`config.mk`:
```
export PLATFORM = sky130hd
export DESIGN_NAME = lfu_slot_table_fifo_tiebreak
export DESIGN_NICKNAME = d
export VERILOG_FILES = /design/src/rtl/lfust_pkg.sv /design/src/rtl/lfust_cell.sv /design/src/rtl/lfu_slot_table_fifo_tiebreak.sv
export SDC_FILE = /design/constraint.sdc
export NUM_CORES = 2
export LEC_CHECK = 0
export BUFFER_PORTS_ARGS = -buffer_cell sky130_fd_sc_hd__buf_2
export CORE_UTILIZATION = 55
export DETAILED_ROUTE_END_ITERATION = 10
export PLACE_DENSITY = 0.73
export SLEW_MARGIN = 25
export SYNTH_ARGS = -nofsm -noshare
export SYNTH_HDL_FRONTEND = slang
export SYNTH_SLANG_ARGS = --single-unit
```
`constraint.sdc`:
```
create_clock -name clk -period 16.8 [get_ports clk]
set_clock_uncertainty 0.2 [all_clocks]
set_input_delay 3.36 -clock clk [delete_from_list [all_inputs] [get_ports clk]]
set_output_delay 3.36 -clock clk [all_outputs]
set_load 0.005 [all_outputs]
```
`src/rtl/lfust_pkg.sv`:
```
`default_nettype none
package lfust_pkg;

  localparam int SLOTS = 16;
  localparam int IDX_W = (SLOTS > 1) ? $clog2(SLOTS) : 1;
  localparam int CNT_W = $clog2(SLOTS + 1);
  localparam int LIM_W = (CNT_W > 5) ? CNT_W : 5;
  localparam int KEY_W = 16;
  localparam int USE_W = 16;
  localparam int SEQ_W = 32;

  localparam logic [USE_W-1:0] USE_MAX = '1;
  localparam logic [SEQ_W-1:0] SEQ_MAX = '1;

  // write command broadcast to the cells; load inserts, otherwise bump the count
  typedef struct packed {
    logic             load;
    logic [KEY_W-1:0] key;
    logic [SEQ_W-1:0] seq;
  } cell_wr_t;

  // victim candidate handed from cell to cell
  typedef struct packed {
    logic             valid;
    logic [USE_W-1:0] uses;
    logic [SEQ_W-1:0] ins;
    logic [KEY_W-1:0] key;
    logic [IDX_W-1:0] idx;
  } cand_t;

  typedef struct packed {
    logic             valid;
    logic             match;
    logic [USE_W-1:0] uses;
  } ent_t;

endpackage
`default_nettype wire

```
`src/rtl/lfust_cell.sv`:
```
`default_nettype none
module lfust_cell (
  input  wire                              clk,
  input  wire                              rst_n,
  input  wire logic [lfust_pkg::IDX_W-1:0] idx_i,
  input  wire logic [lfust_pkg::KEY_W-1:0] key_i,
  input  wire                              wr_en,
  input  wire lfust_pkg::cell_wr_t         wr,
  input  wire lfust_pkg::cand_t            cand_i,
  output lfust_pkg::cand_t                 cand_o,
  output lfust_pkg::ent_t                  ent_o
);
  import lfust_pkg::*;

  logic             valid_r;
  logic [KEY_W-1:0] key_r;
  logic [USE_W-1:0] uses_r;
  logic [SEQ_W-1:0] ins_r;
  cand_t            cand_r;
  cand_t            cand_nxt;
  logic             take;

  always_ff @(posedge clk) begin
    if (!rst_n) begin
      valid_r <= 1'b0;
    end else if (wr_en && wr.load) begin
      valid_r <= 1'b1;
    end
  end

  always_ff @(posedge clk) begin
    if (wr_en) begin
      if (wr.load) begin
        key_r  <= wr.key;
        uses_r <= USE_W'(1);
        ins_r  <= wr.seq;
      end else if (uses_r != USE_MAX) begin
        uses_r <= uses_r + USE_W'(1);
      end
    end
  end

  // replace the incoming candidate if this entry is a better victim:
  // lower count, then older insert, then lower key
  always_comb begin
    take = valid_r &&
           (!cand_i.valid || (uses_r < cand_i.uses) ||
            ((uses_r == cand_i.uses) &&
             ((ins_r < cand_i.ins) ||
              ((ins_r == cand_i.ins) && (key_r < cand_i.key)))));
    if (take) begin
      cand_nxt.valid = 1'b1;
      cand_nxt.uses  = uses_r;
      cand_nxt.ins   = ins_r;
      cand_nxt.key   = key_r;
      cand_nxt.idx   = idx_i;
    end else begin
      cand_nxt = cand_i;
    end
  end

  always_ff @(posedge clk) begin
    if (!rst_n) begin
      cand_r.valid <= 1'b0;
    end else begin
      cand_r.valid <= cand_nxt.valid;
    end
    cand_r.uses <= cand_nxt.uses;
    cand_r.ins  <= cand_nxt.ins;
    cand_r.key  <= cand_nxt.key;
    cand_r.idx  <= cand_nxt.idx;
  end

  assign cand_o      = cand_r;
  assign ent_o.valid = valid_r;
  assign ent_o.match = valid_r && (key_r == key_i);
  assign ent_o.uses  = uses_r;

endmodule
`default_nettype wire

```
`src/rtl/lfu_slot_table_fifo_tiebreak.sv`:
```
`default_nettype none
// LFU slot table: each key word on the input is looked up in a row of SLOTS
// cells. A hit bumps the entry's use count (saturating at 65535); a miss
// inserts the key into the lowest free cell, or, when slots_in_use cells are
// occupied, replaces the entry with the lowest count (oldest insert, then
// lowest key, breaks ties) and reports what was evicted. A hit or a miss with
// room is accepted, then looked up and written back once the output register
// is free. On a full-table miss the victim candidate ripples through the cell
// chain one cell per cycle before the write-back. A finished result sits
// in the output register while the next word is accepted. cfg_wdata writes
// slots_in_use (0 acts as 1, values above SLOTS act as SLOTS); write it only
// while the block is idle.
module lfu_slot_table_fifo_tiebreak (
  input  wire        clk,
  input  wire        rst_n,
  input  wire        cfg_we,
  input  wire [4:0]  cfg_wdata,     // slots_in_use
  input  wire        in_tvalid,
  output logic       in_tready,
  input  wire [15:0] in_tdata,      // key[15:0]
  output logic       out_tvalid,
  input  wire        out_tready,
  // slot_index[3:0], new_count[19:4], evicted_key[35:20], evicted_count[51:36]
  output logic [55:0] out_tdata,
  output logic [1:0]  out_tuser     // hit[0], evicted[1]
);
  import lfust_pkg::*;

  localparam logic [1:0] S_IDLE = 2'd0;
  localparam logic [1:0] S_LOOK = 2'd1;
  localparam logic [1:0] S_SCAN = 2'd2;

  logic [1:0]       state_r, state_nxt;
  logic [4:0]       slots_r;
  logic [KEY_W-1:0] key_r;
  logic [SEQ_W-1:0] seq_r;
  logic [IDX_W-1:0] scan_r, scan_nxt;

  logic             out_valid_r;
  logic             res_hit_r, res_ev_r;
  logic [3:0]       res_slot_r;
  logic [USE_W-1:0] res_cnt_r, res_evc_r;
  logic [KEY_W-1:0] res_evk_r;

  cand_t            cand [SLOTS+1];
  ent_t             ent  [SLOTS];
  logic [SLOTS-1:0] match_v, valid_v, cell_we;
  cell_wr_t         wr;

  logic             hit_any, room, out_free, do_write, res_ev;
  logic [IDX_W-1:0] hit_idx, free_idx, sel_idx;
  logic [USE_W-1:0] hit_uses, new_cnt;
  logic [CNT_W-1:0] used;
  logic [LIM_W-1:0] lim, cfg_ext;
  logic [IDX_W+3:0] slot_ext;

  assign cand[0] = '0;

  for (genvar i = 0; i < SLOTS; i++) begin : g_cell
    lfust_cell u_cell (
      .clk    (clk),
      .rst_n  (rst_n),
      .idx_i  (IDX_W'(i)),
      .key_i  (key_r),
      .wr_en  (cell_we[i]),
      .wr     (wr),
      .cand_i (cand[i]),
      .cand_o (cand[i+1]),
      .ent_o  (ent[i])
    );
    assign match_v[i] = ent[i].match;
    assign valid_v[i] = ent[i].valid;
    assign cell_we[i] = do_write && (sel_idx == IDX_W'(i));
  end

  always_comb begin
    hit_idx  = '0;
    hit_uses = '0;
    for (int i = 0; i < SLOTS; i++) begin
      if (match_v[i]) begin
        hit_idx  = hit_idx | IDX_W'(i);
        hit_uses = hit_uses | ent[i].uses;
      end
    end
    free_idx = '0;
    for (int i = SLOTS - 1; i >= 0; i--) begin
      if (!valid_v[i]) begin
        free_idx = IDX_W'(i);
      end
    end
  end

  assign hit_any = |match_v;
  assign used    = CNT_W'($countones(valid_v));
  assign cfg_ext = LIM_W'(slots_r);

  always_comb begin
    if (cfg_ext == '0) begin
      lim = LIM_W'(1);
    end else if (cfg_ext > LIM_W'(SLOTS)) begin
      lim = LIM_W'(SLOTS);
    end else begin
      lim = cfg_ext;
    end
  end

  assign room     = LIM_W'(used) < lim;
  assign out_free = !out_valid_r || out_tready;
  assign new_cnt  = (hit_uses == USE_MAX) ? USE_MAX : hit_uses + USE_W'(1);

  assign wr.load = !(state_r == S_LOOK && hit_any);
  assign wr.key  = key_r;
  assign wr.seq  = seq_r;

  always_comb begin
    state_nxt = state_r;
    scan_nxt  = scan_r;
    do_write  = 1'b0;
    res_ev    = 1'b0;
    sel_idx   = hit_any ? hit_idx : free_idx;
    case (state_r)
      S_IDLE: begin
        if (in_tvalid) begin
          state_nxt = S_LOOK;
        end
      end
      S_LOOK: begin
        if (hit_any || room) begin
          if (out_free) begin
            do_write  = 1'b1;
            state_nxt = S_IDLE;
          end
        end else begin
          scan_nxt  = '0;
          state_nxt = S_SCAN;
        end
      end
      S_SCAN: begin
        sel_idx = cand[SLOTS].idx;
        res_ev  = 1'b1;
        // hold at the last count until the output register frees up
        if (scan_r == IDX_W'(SLOTS - 1)) begin
          if (out_free) begin
            do_write  = 1'b1;
            state_nxt = S_IDLE;
          end
        end else begin
          scan_nxt = scan_r + IDX_W'(1);
        end
      end
      default: begin
        state_nxt = S_IDLE;
      end
    endcase
  end

  assign slot_ext = {4'b0, sel_idx};

  always_ff @(posedge clk) begin
    if (!rst_n) begin
      state_r     <= S_IDLE;
      slots_r     <= 5'd16;
      seq_r       <= '0;
      scan_r      <= '0;
      out_valid_r <= 1'b0;
    end else begin
      state_r <= state_nxt;
      scan_r  <= scan_nxt;
      if (cfg_we) begin
        slots_r <= cfg_wdata;
      end
      if (do_write && seq_r != SEQ_MAX) begin
        seq_r <= seq_r + SEQ_W'(1);
      end
      if (do_write) begin
        out_valid_r <= 1'b1;
      end else if (out_tready) begin
        out_valid_r <= 1'b0;
      end
    end
  end

  always_ff @(posedge clk) begin
    if (in_tvalid && in_tready) begin
      key_r <= in_tdata[KEY_W-1:0];
    end
    if (do_write) begin
      res_hit_r  <= !wr.load;
      res_slot_r <= slot_ext[3:0];
      res_cnt_r  <= wr.load ? USE_W'(1) : new_cnt;
      res_ev_r   <= res_ev;
      res_evk_r  <= res_ev ? cand[SLOTS].key : '0;
      res_evc_r  <= res_ev ? cand[SLOTS].uses : '0;
    end
  end

  assign in_tready  = (state_r == S_IDLE);
  assign out_tvalid = out_valid_r;
  assign out_tdata  = {4'b0, res_evc_r, res_evk_r, res_cnt_r, res_slot_r};
  assign out_tuser  = {res_ev_r, res_hit_r};

`ifndef SYNTH
  a_match_onehot: assert property (@(posedge clk) disable iff (!rst_n)
    $onehot0(match_v))
    else $error("key matches more than one cell");

  a_idle_no_write: assert property (@(posedge clk) disable iff (!rst_n)
    (state_r == S_IDLE) |-> (cell_we == '0))
    else $error("cell written while idle");

  a_seq_monotonic: assert property (@(posedge clk) disable iff (!rst_n)
    rst_n |=> (!rst_n || seq_r >= $past(seq_r)))
    else $error("sequence number went backward");

  a_evict_full: assert property (@(posedge clk) disable iff (!rst_n)
    (do_write && res_ev) |-> (cand[SLOTS].valid && !hit_any))
    else $error("eviction without a valid victim");
`endif

endmodule
`default_nettype wire
```
### Yosys cells after proc, flatten, opt, wreduce, memory -nomap -nowiden

Index checks and enable logic that the tools add are counted.

* add/subtract/negate cells: 34
* multipliers: 0
* div/mod/pow operators: 0
* magnitude comparators: 47
* eq/ne operators: 102
* shift-type cells: 0
* multiplexer cells: 99
* bitwise operators: 16
* reductions and logical operators: 201

Operators with widths (count)
* 2-to-1 mux 69 bit: 15
* 2-to-1 mux 16 bit: 33
* == test 16 bit: 31
* == test 32 bit: 15
* less-than comparator 16 bit: 30
* less-than comparator 32 bit: 15
* adder 16 x 1 -> 16 bit (second input constant): 17
* != test 16 bit (second input constant): 16
* bitwise OR 16 bit: 15
* 2-to-1 mux 4 bit: 28
* logical AND 1 bit: 96
* 2-to-1 mux 68 bit: 1
* AND reduction 2 bit: 33
* logical OR 1 bit: 47
* == test 4 bit (second input constant): 9
* adder 32 x 1 -> 32 bit (second input constant): 1
* != test 2 x 1 -> 1 bit (second input constant): 16
* != test 32 bit (second input constant): 1
* zero test 1 bit: 17
* adder 1 x 1 -> 2 bit: 8
* == test 16 bit (second input constant): 1
* == test 4 x 3 -> 1 bit (second input constant): 4
* OR reduction 16 bit: 1
* adder 2 x 2 -> 3 bit: 4
* 24 further kinds: 45

* flip-flop bits (word level): 2225
* latch bits: 0
* bits in writable memories: 0
* ROM bits: 0
* input port bits: 26
* output and inout port bits: 60
* logic and storage cells: 654
* memories kept: 0

### Depth between registers and ports, before layout

* word-level depth: 35
* depth in mapped cells: 21
* gate-level depth less buffers: 19

### Hierarchy

From an unflattened synthesis, not the netlist that was laid out.

* cells, all modules: 15489
* area total of the unflattened synthesis: 142400.3 um2

By module, submodules not included
* lfust_cell (g_cell[0].u_cell ...): times used 15, cells each 921, area an instance 8420.6 um2, seq. area each 3323.2 um2
* lfust_cell (g_cell[9].u_cell): times used 1, cells each 919, area an instance 8411.8 um2, seq. area each 3323.2 um2
* lfu_slot_table_fifo_tiebreak: times used 1, cells each 755, area an instance 7679.9 um2, seq. area each 2982.9 um2

### Worst setup path after synthesis

OpenSTA, ideal clock, no wires.

* path kind: register to register
* start: reg g_cell[9].u_cell.valid_r
* end: reg g_cell[4].u_cell.ins_r[0], enable pin
* setup time: 0.454 ns
* data arrival time: 7.964 ns
* data required time: 16.146 ns
* slack: 8.182 ns
* stages on the path, launching flop included: 21
* buffers on the path: 2
* period minus slack after synthesis: 8.618 ns
* cells stage by stage: dfxtp_1 > clkbuf_1 > inv_1 > clkbuf_1 > fa_1 > fa_1 > fa_1 > fa_1 > inv_1 > ha_1 > fa_1 > ha_1 > a21o_1 > a21oi_1 > nor2_1 > a211oi_1 > o31ai_4 > inv_2 > nand4_1 > nand2b_1 > nor2_1

* elaborated cells between the ends (all ways): 34
* classes of those cells: add/sub (4); order compare (1); eq/ne (1); mux (21); bitwise (1); reduce/logical (6)

RTL lines
* start: declaration: RTL line lfust_cell.sv:15 `logic valid_r;`
* start signal: assignment: RTL line lfust_cell.sv:25 `valid_r <= 1'b0;`
* start signal: assignment: RTL line lfust_cell.sv:27 `valid_r <= 1'b1;`
* adder 1 x 1 -> 2 bit (not written as such): RTL line lfu_slot_table_fifo_tiebreak.sv:94 `assign used = CNT_W'($countones(valid_v));`
* adder 2 x 2 -> 3 bit (not written as such): RTL line lfu_slot_table_fifo_tiebreak.sv:94
* adder 3 x 3 -> 4 bit (not written as such): RTL line lfu_slot_table_fifo_tiebreak.sv:94
* adder 4 x 4 -> 5 bit (not written as such): RTL line lfu_slot_table_fifo_tiebreak.sv:94
* less-than comparator 5 bit: RTL line lfu_slot_table_fifo_tiebreak.sv:107 `assign room = LIM_W'(used) < lim;`
* logical OR 1 bit (*): RTL line lfu_slot_table_fifo_tiebreak.sv:128 `if (hit_any || room) begin`
* 2-to-1 mux 1 bit (*): RTL line lfu_slot_table_fifo_tiebreak.sv:128
* one-hot mux 1 bit (2 select lines) (*): RTL line lfu_slot_table_fifo_tiebreak.sv:121 `case (state_r)`
* net do_write: RTL line lfu_slot_table_fifo_tiebreak.sv:50 `logic hit_any, room, out_free, do_write, res_ev;`
* logical AND 1 bit (*): RTL line lfu_slot_table_fifo_tiebreak.sv:73 `assign cell_we[i] = do_write && (sel_idx == IDX_W'(i));`
* AND reduction 2 bit (no source line) (*)
* end signal: assignment: RTL line lfust_cell.sv:36 `ins_r <= wr.seq;`
* end: declaration: RTL line lfust_cell.sv:18 `logic [SEQ_W-1:0] ins_r;`

The timed path passes the listed nets; every way through them passes the cells marked *.
A chain may end at the register's enable or synchronous reset.

### Worst setup path in the final report

* start: reg g_cell[5].u_cell.valid_r
* end: reg g_cell[1].u_cell.key_r[13], enable pin

* word-level cells in the longest chain between the ends: 17
* elaborated cells between the ends (all ways): 34
* classes of those cells: add/sub (4); order compare (1); eq/ne (1); mux (21); bitwise (1); reduce/logical (6)

Ends and longest elaborated chain
* start: declaration: RTL line lfust_cell.sv:15
* start signal: assignment: RTL line lfust_cell.sv:25
* start signal: assignment: RTL line lfust_cell.sv:27
* parallel branches: the longest is 16 deep, another holds adder 4 x 4 -> 5 bit
* AND reduction 2 bit (no source line) (*)
* end signal: assignment: RTL line lfust_cell.sv:34 `key_r <= wr.key;`
* end: declaration: RTL line lfust_cell.sv:16 `logic [KEY_W-1:0] key_r;`

Mark *: on every way between the ends.

==> results.json <==
{
  "max_stage_delay_ps": 680,
  "setup_tns_ps": 0,
  "routed_wirelength_um": 333000,
  "cts-resized-gates": 0,
  "mostFrequentLayoutCell": "edfxtp_1",
  "cts-root-buf": "clkbuf_16",
  "insertion_delay_ps": 900,
  "cpMostUsedCell": "fa_1",
  "cts-htree-levels": 4,
  "wl_per_cell_um": 26.3,
  "hold_viol_final": 0,
  "drtIter0Drc": 8891,
  "synth_edf_count": 1094,
  "ir_drop_mv": 0.127,
  "p_per_area_nw_per_um2": 114,
  "synth_cells": 9774,
  "synthFlopType": "dfxtp_1",
  "yosys.area.top_type": "edfxtp_1",
  "synth_cell_types": 83,
  "final_net_count": 10900,
  "core_area_um2": 196000,
  "cp_num_buf_inv": 5,
  "rows": 162,
  "max_cap_viol_count": 0,
  "period_needed_ps": 8340,
  "grt_pass1_wl_um": 487000,
  "cts_buffers": 224,
  "crit_required_ps": 17110,
  "drive_gt1_share_pct": 15.4,
  "ys_ff_latch": 2210,
  "grt_max_degree": 159,
  "cts.clk_slew.worst_paths_ps": 60,
  "ctsHoldBuffers": 0,
  "synthArstFlopShare_pct": 0,
  "synth_top_area_share_pct": 30.2,
  "fin_area_um2": 120000,
  "clockBufferDepth": 3,
  "io_buffers": 81,
  "dieArea_um2": 200000,
  "gp_congestion": 1.05,
  "grt_usage_pct": 32.9,
  "dpl.hpwl_um": 239000,
  "grt-ovfl-total": 0,
  "slew_viol_final": 0,
  "setup_violations": 0,
  "area_growth_syn_to_layout_pct": 10.4,
  "p_leak_uw": 0.0464,
  "crit_family": "adder cells",
  "die_w_um": 447,
  "tightestPinTransition_ps": 1140,
  "path_max_fanout": 68,
  "dr.pass1.iters": 6,
  "synth_warnings": 0,
  "hold_path.class": "reg2reg",
  "drc": 0,
  "cts_tree": "built",
  "io_pins": 86,
  "crit_type": "reg2reg",
  "cts_num_sinks": 2210,
  "final_antenna_net_count": 0,
  "crit_path_end_kind": "flop",
  "vias_per_cell": 6.08,
  "antenna_found_initial": 17,
  "final_cell_mix": "1094 x edfxtp_1, 1089 x dfxtp_1, 1030 x inv_1, 977 x ha_1, 825 x mux2_2",
  "final_cells": 12700,
  "period_share_pct": 49.6,
  "synth.area.top_cells": "edfxtp_1 30%, dfxtp_1 21%, ha_1 11%",
  "startpoint_type": "flop",
  "placed_area_um2": 112000,
  "dpl.cell_count": 12200,
  "status": "completed",
  "slew_headroom_pct": 23.4,
  "vias": 77100,
  "synth_seq_area_share_pct": 50.7,
  "fp.dieH_um": 447,
  "cpMaxStageDelayCell": "buf_4",
  "syn_avg_cell_area_um2": 11.1,
  "synth_area_um2": 109000,
  "start_util_pct": 55.6,
  "rsz0062_at_grt": "false",
  "cp_cell_sequence": "buf_4 -> inv_2 -> fa_1 -> fa_1 -> fa_1 -> fa_1 -> inv_1 -> ha_1 -> fa_1 -> ha_1 -> a21o_1 -> a21oi_1 -> nor2_1 -> a211oi_1 -> o31ai_4 -> buf_4 -> a211o_1 -> nand2b_1 -> nor2_4 -> buf_4",
  "critPathArrivalTime_ps": 8650,
  "postCtsSetupRepairBufs": 0,
  "max_freq_mhz": 120,
  "grt_pass1_vias": 75300
}
-- worst register-to-register path: cells and delay by family (launching register included) --
kind            cells  cell delay (ps)
compound gates      5             1610
fa+ha+maj           7             3040
buf+inv             5             1830
flops               1              310
simple gates        3              830
-- cell families (layout without fill, tap and decap cells) --
kind of cell	Yosys count	count (layout)	synth area share, %
AND/OR/NAND/NOR	2728	2728	13.1
flip-flops	2210	2210	50.7
buffers and inverters	1413	1685	5.19
AO/OA/AOI/OAI	1045	1045	6.45
adder cells (fa/ha/maj)	987	987	11.4
multiplexers	879	879	9.04
XOR/XNOR	511	511	4.11
other	1	11	0.00345
-- sequential cells by signal (all words and copies together) (netlist names), 2 cells and up --
signal / flops
cfg_ext: 5
g_cell.u_cell.cand_o: 1056
g_cell.u_cell.ins_r: 512
g_cell.u_cell.key_r: 256
g_cell.u_cell.uses_r: 256
g_cell.u_cell.valid_r: 16
key_r: 16
res_cnt_r: 16
res_evc_r: 16
res_evk_r: 16
res_slot_r: 4
scan_r: 4
seq_r: 32
state_r: 2
-- final timing paths --
kind	start	endpoint	slack, ps	cells after the start
worst min-delay path	g_cell[13].u_cell.cand_o[1]	g_cell[14].u_cell.cand_o[1]	210	1
worst max register to register	g_cell[5].u_cell.valid_r	g_cell[1].u_cell.key_r[13]	8460	20
worst min register to register	g_cell[13].u_cell.cand_o[1]	g_cell[14].u_cell.cand_o[1]	210	1
worst max-delay path	g_cell[5].u_cell.valid_r	g_cell[1].u_cell.key_r[13]	8460	20
-- final cells by class --
type,instances,area (um2)
flip-flops and latches,2210,55200
inverters,1036,3890
fillers,15500,75700
diodes,7,17.5
clock buffers,302,6240
multi-input cells,6154,48600
well taps,2624,3280
repair buffers,220,1500
clock inverters,127,1390
-- Yosys cell counts, types with 7 or more instances --
library cell / number
inv_1: 1031
buf_4: 13
nand4b_1: 70
nor3_1: 206
o31ai_1: 8
fa_1: 10
and2_1: 115
buf_2: 38
o21ai_0: 135
nand4_1: 422
and3_1: 67
mux2_2: 825
o32ai_1: 7
xnor2_1: 381
mux2i_1: 48
nor4_1: 55
nor2b_1: 97
a21oi_1: 254
and4_1: 18
edfxtp_1: 1094
nand2b_1: 89
dfxtp_1: 1116
a31oi_1: 72
ha_1: 977
a211o_1: 73
o211ai_1: 33
nand3_1: 443
xor2_1: 130
buf_6: 32
or4_1: 11
a21boi_0: 7
a21o_1: 226
o2111ai_1: 46
nor2_1: 474
a211oi_1: 31
clkbuf_1: 257
buf_1: 36
o21a_1: 81
nor4_4: 17
or2_2: 17
a2111oi_0: 19
nand2_1: 587
-- report_power, final --
group / internal [uW] / switching [uW] / leakage, uW / total, uW
Sequential: 6100 / 335 / 0.0201 / 6440
Combinational: 817 / 1260 / 0.0225 / 2080
Clock: 2970 / 2200 / 0.00374 / 5170
-- routing by layer --
| metal | vias to the layer above | track usage (%) | share of wire, % |
|---|---|---|---|
| met5 | - | 0 | 0.015 |
| met4 | 8 | 18.2 | 6.1 |
| li1 | 34900 | - | - |
| met2 | 3494 | 51.3 | 45 |
| met1 | 37800 | 43.7 | 40 |
| met3 | 827 | 5.61 | 8.8 |
-- stage by stage --
stage,worst slack [ps],hold WS (ps),util (%),power [uW]
2_1_floorplan,8180,182,-,7770
3_3_place_gp,8560,190,57.4,8480
3_5_place_dp,8530,197,57.4,8550
4_1_cts,8540,208,61.3,13700
5_1_grt,8260,219,61.3,14100
6_report,8460,209,61.4,13700
(Power assumes the default switching activity.)
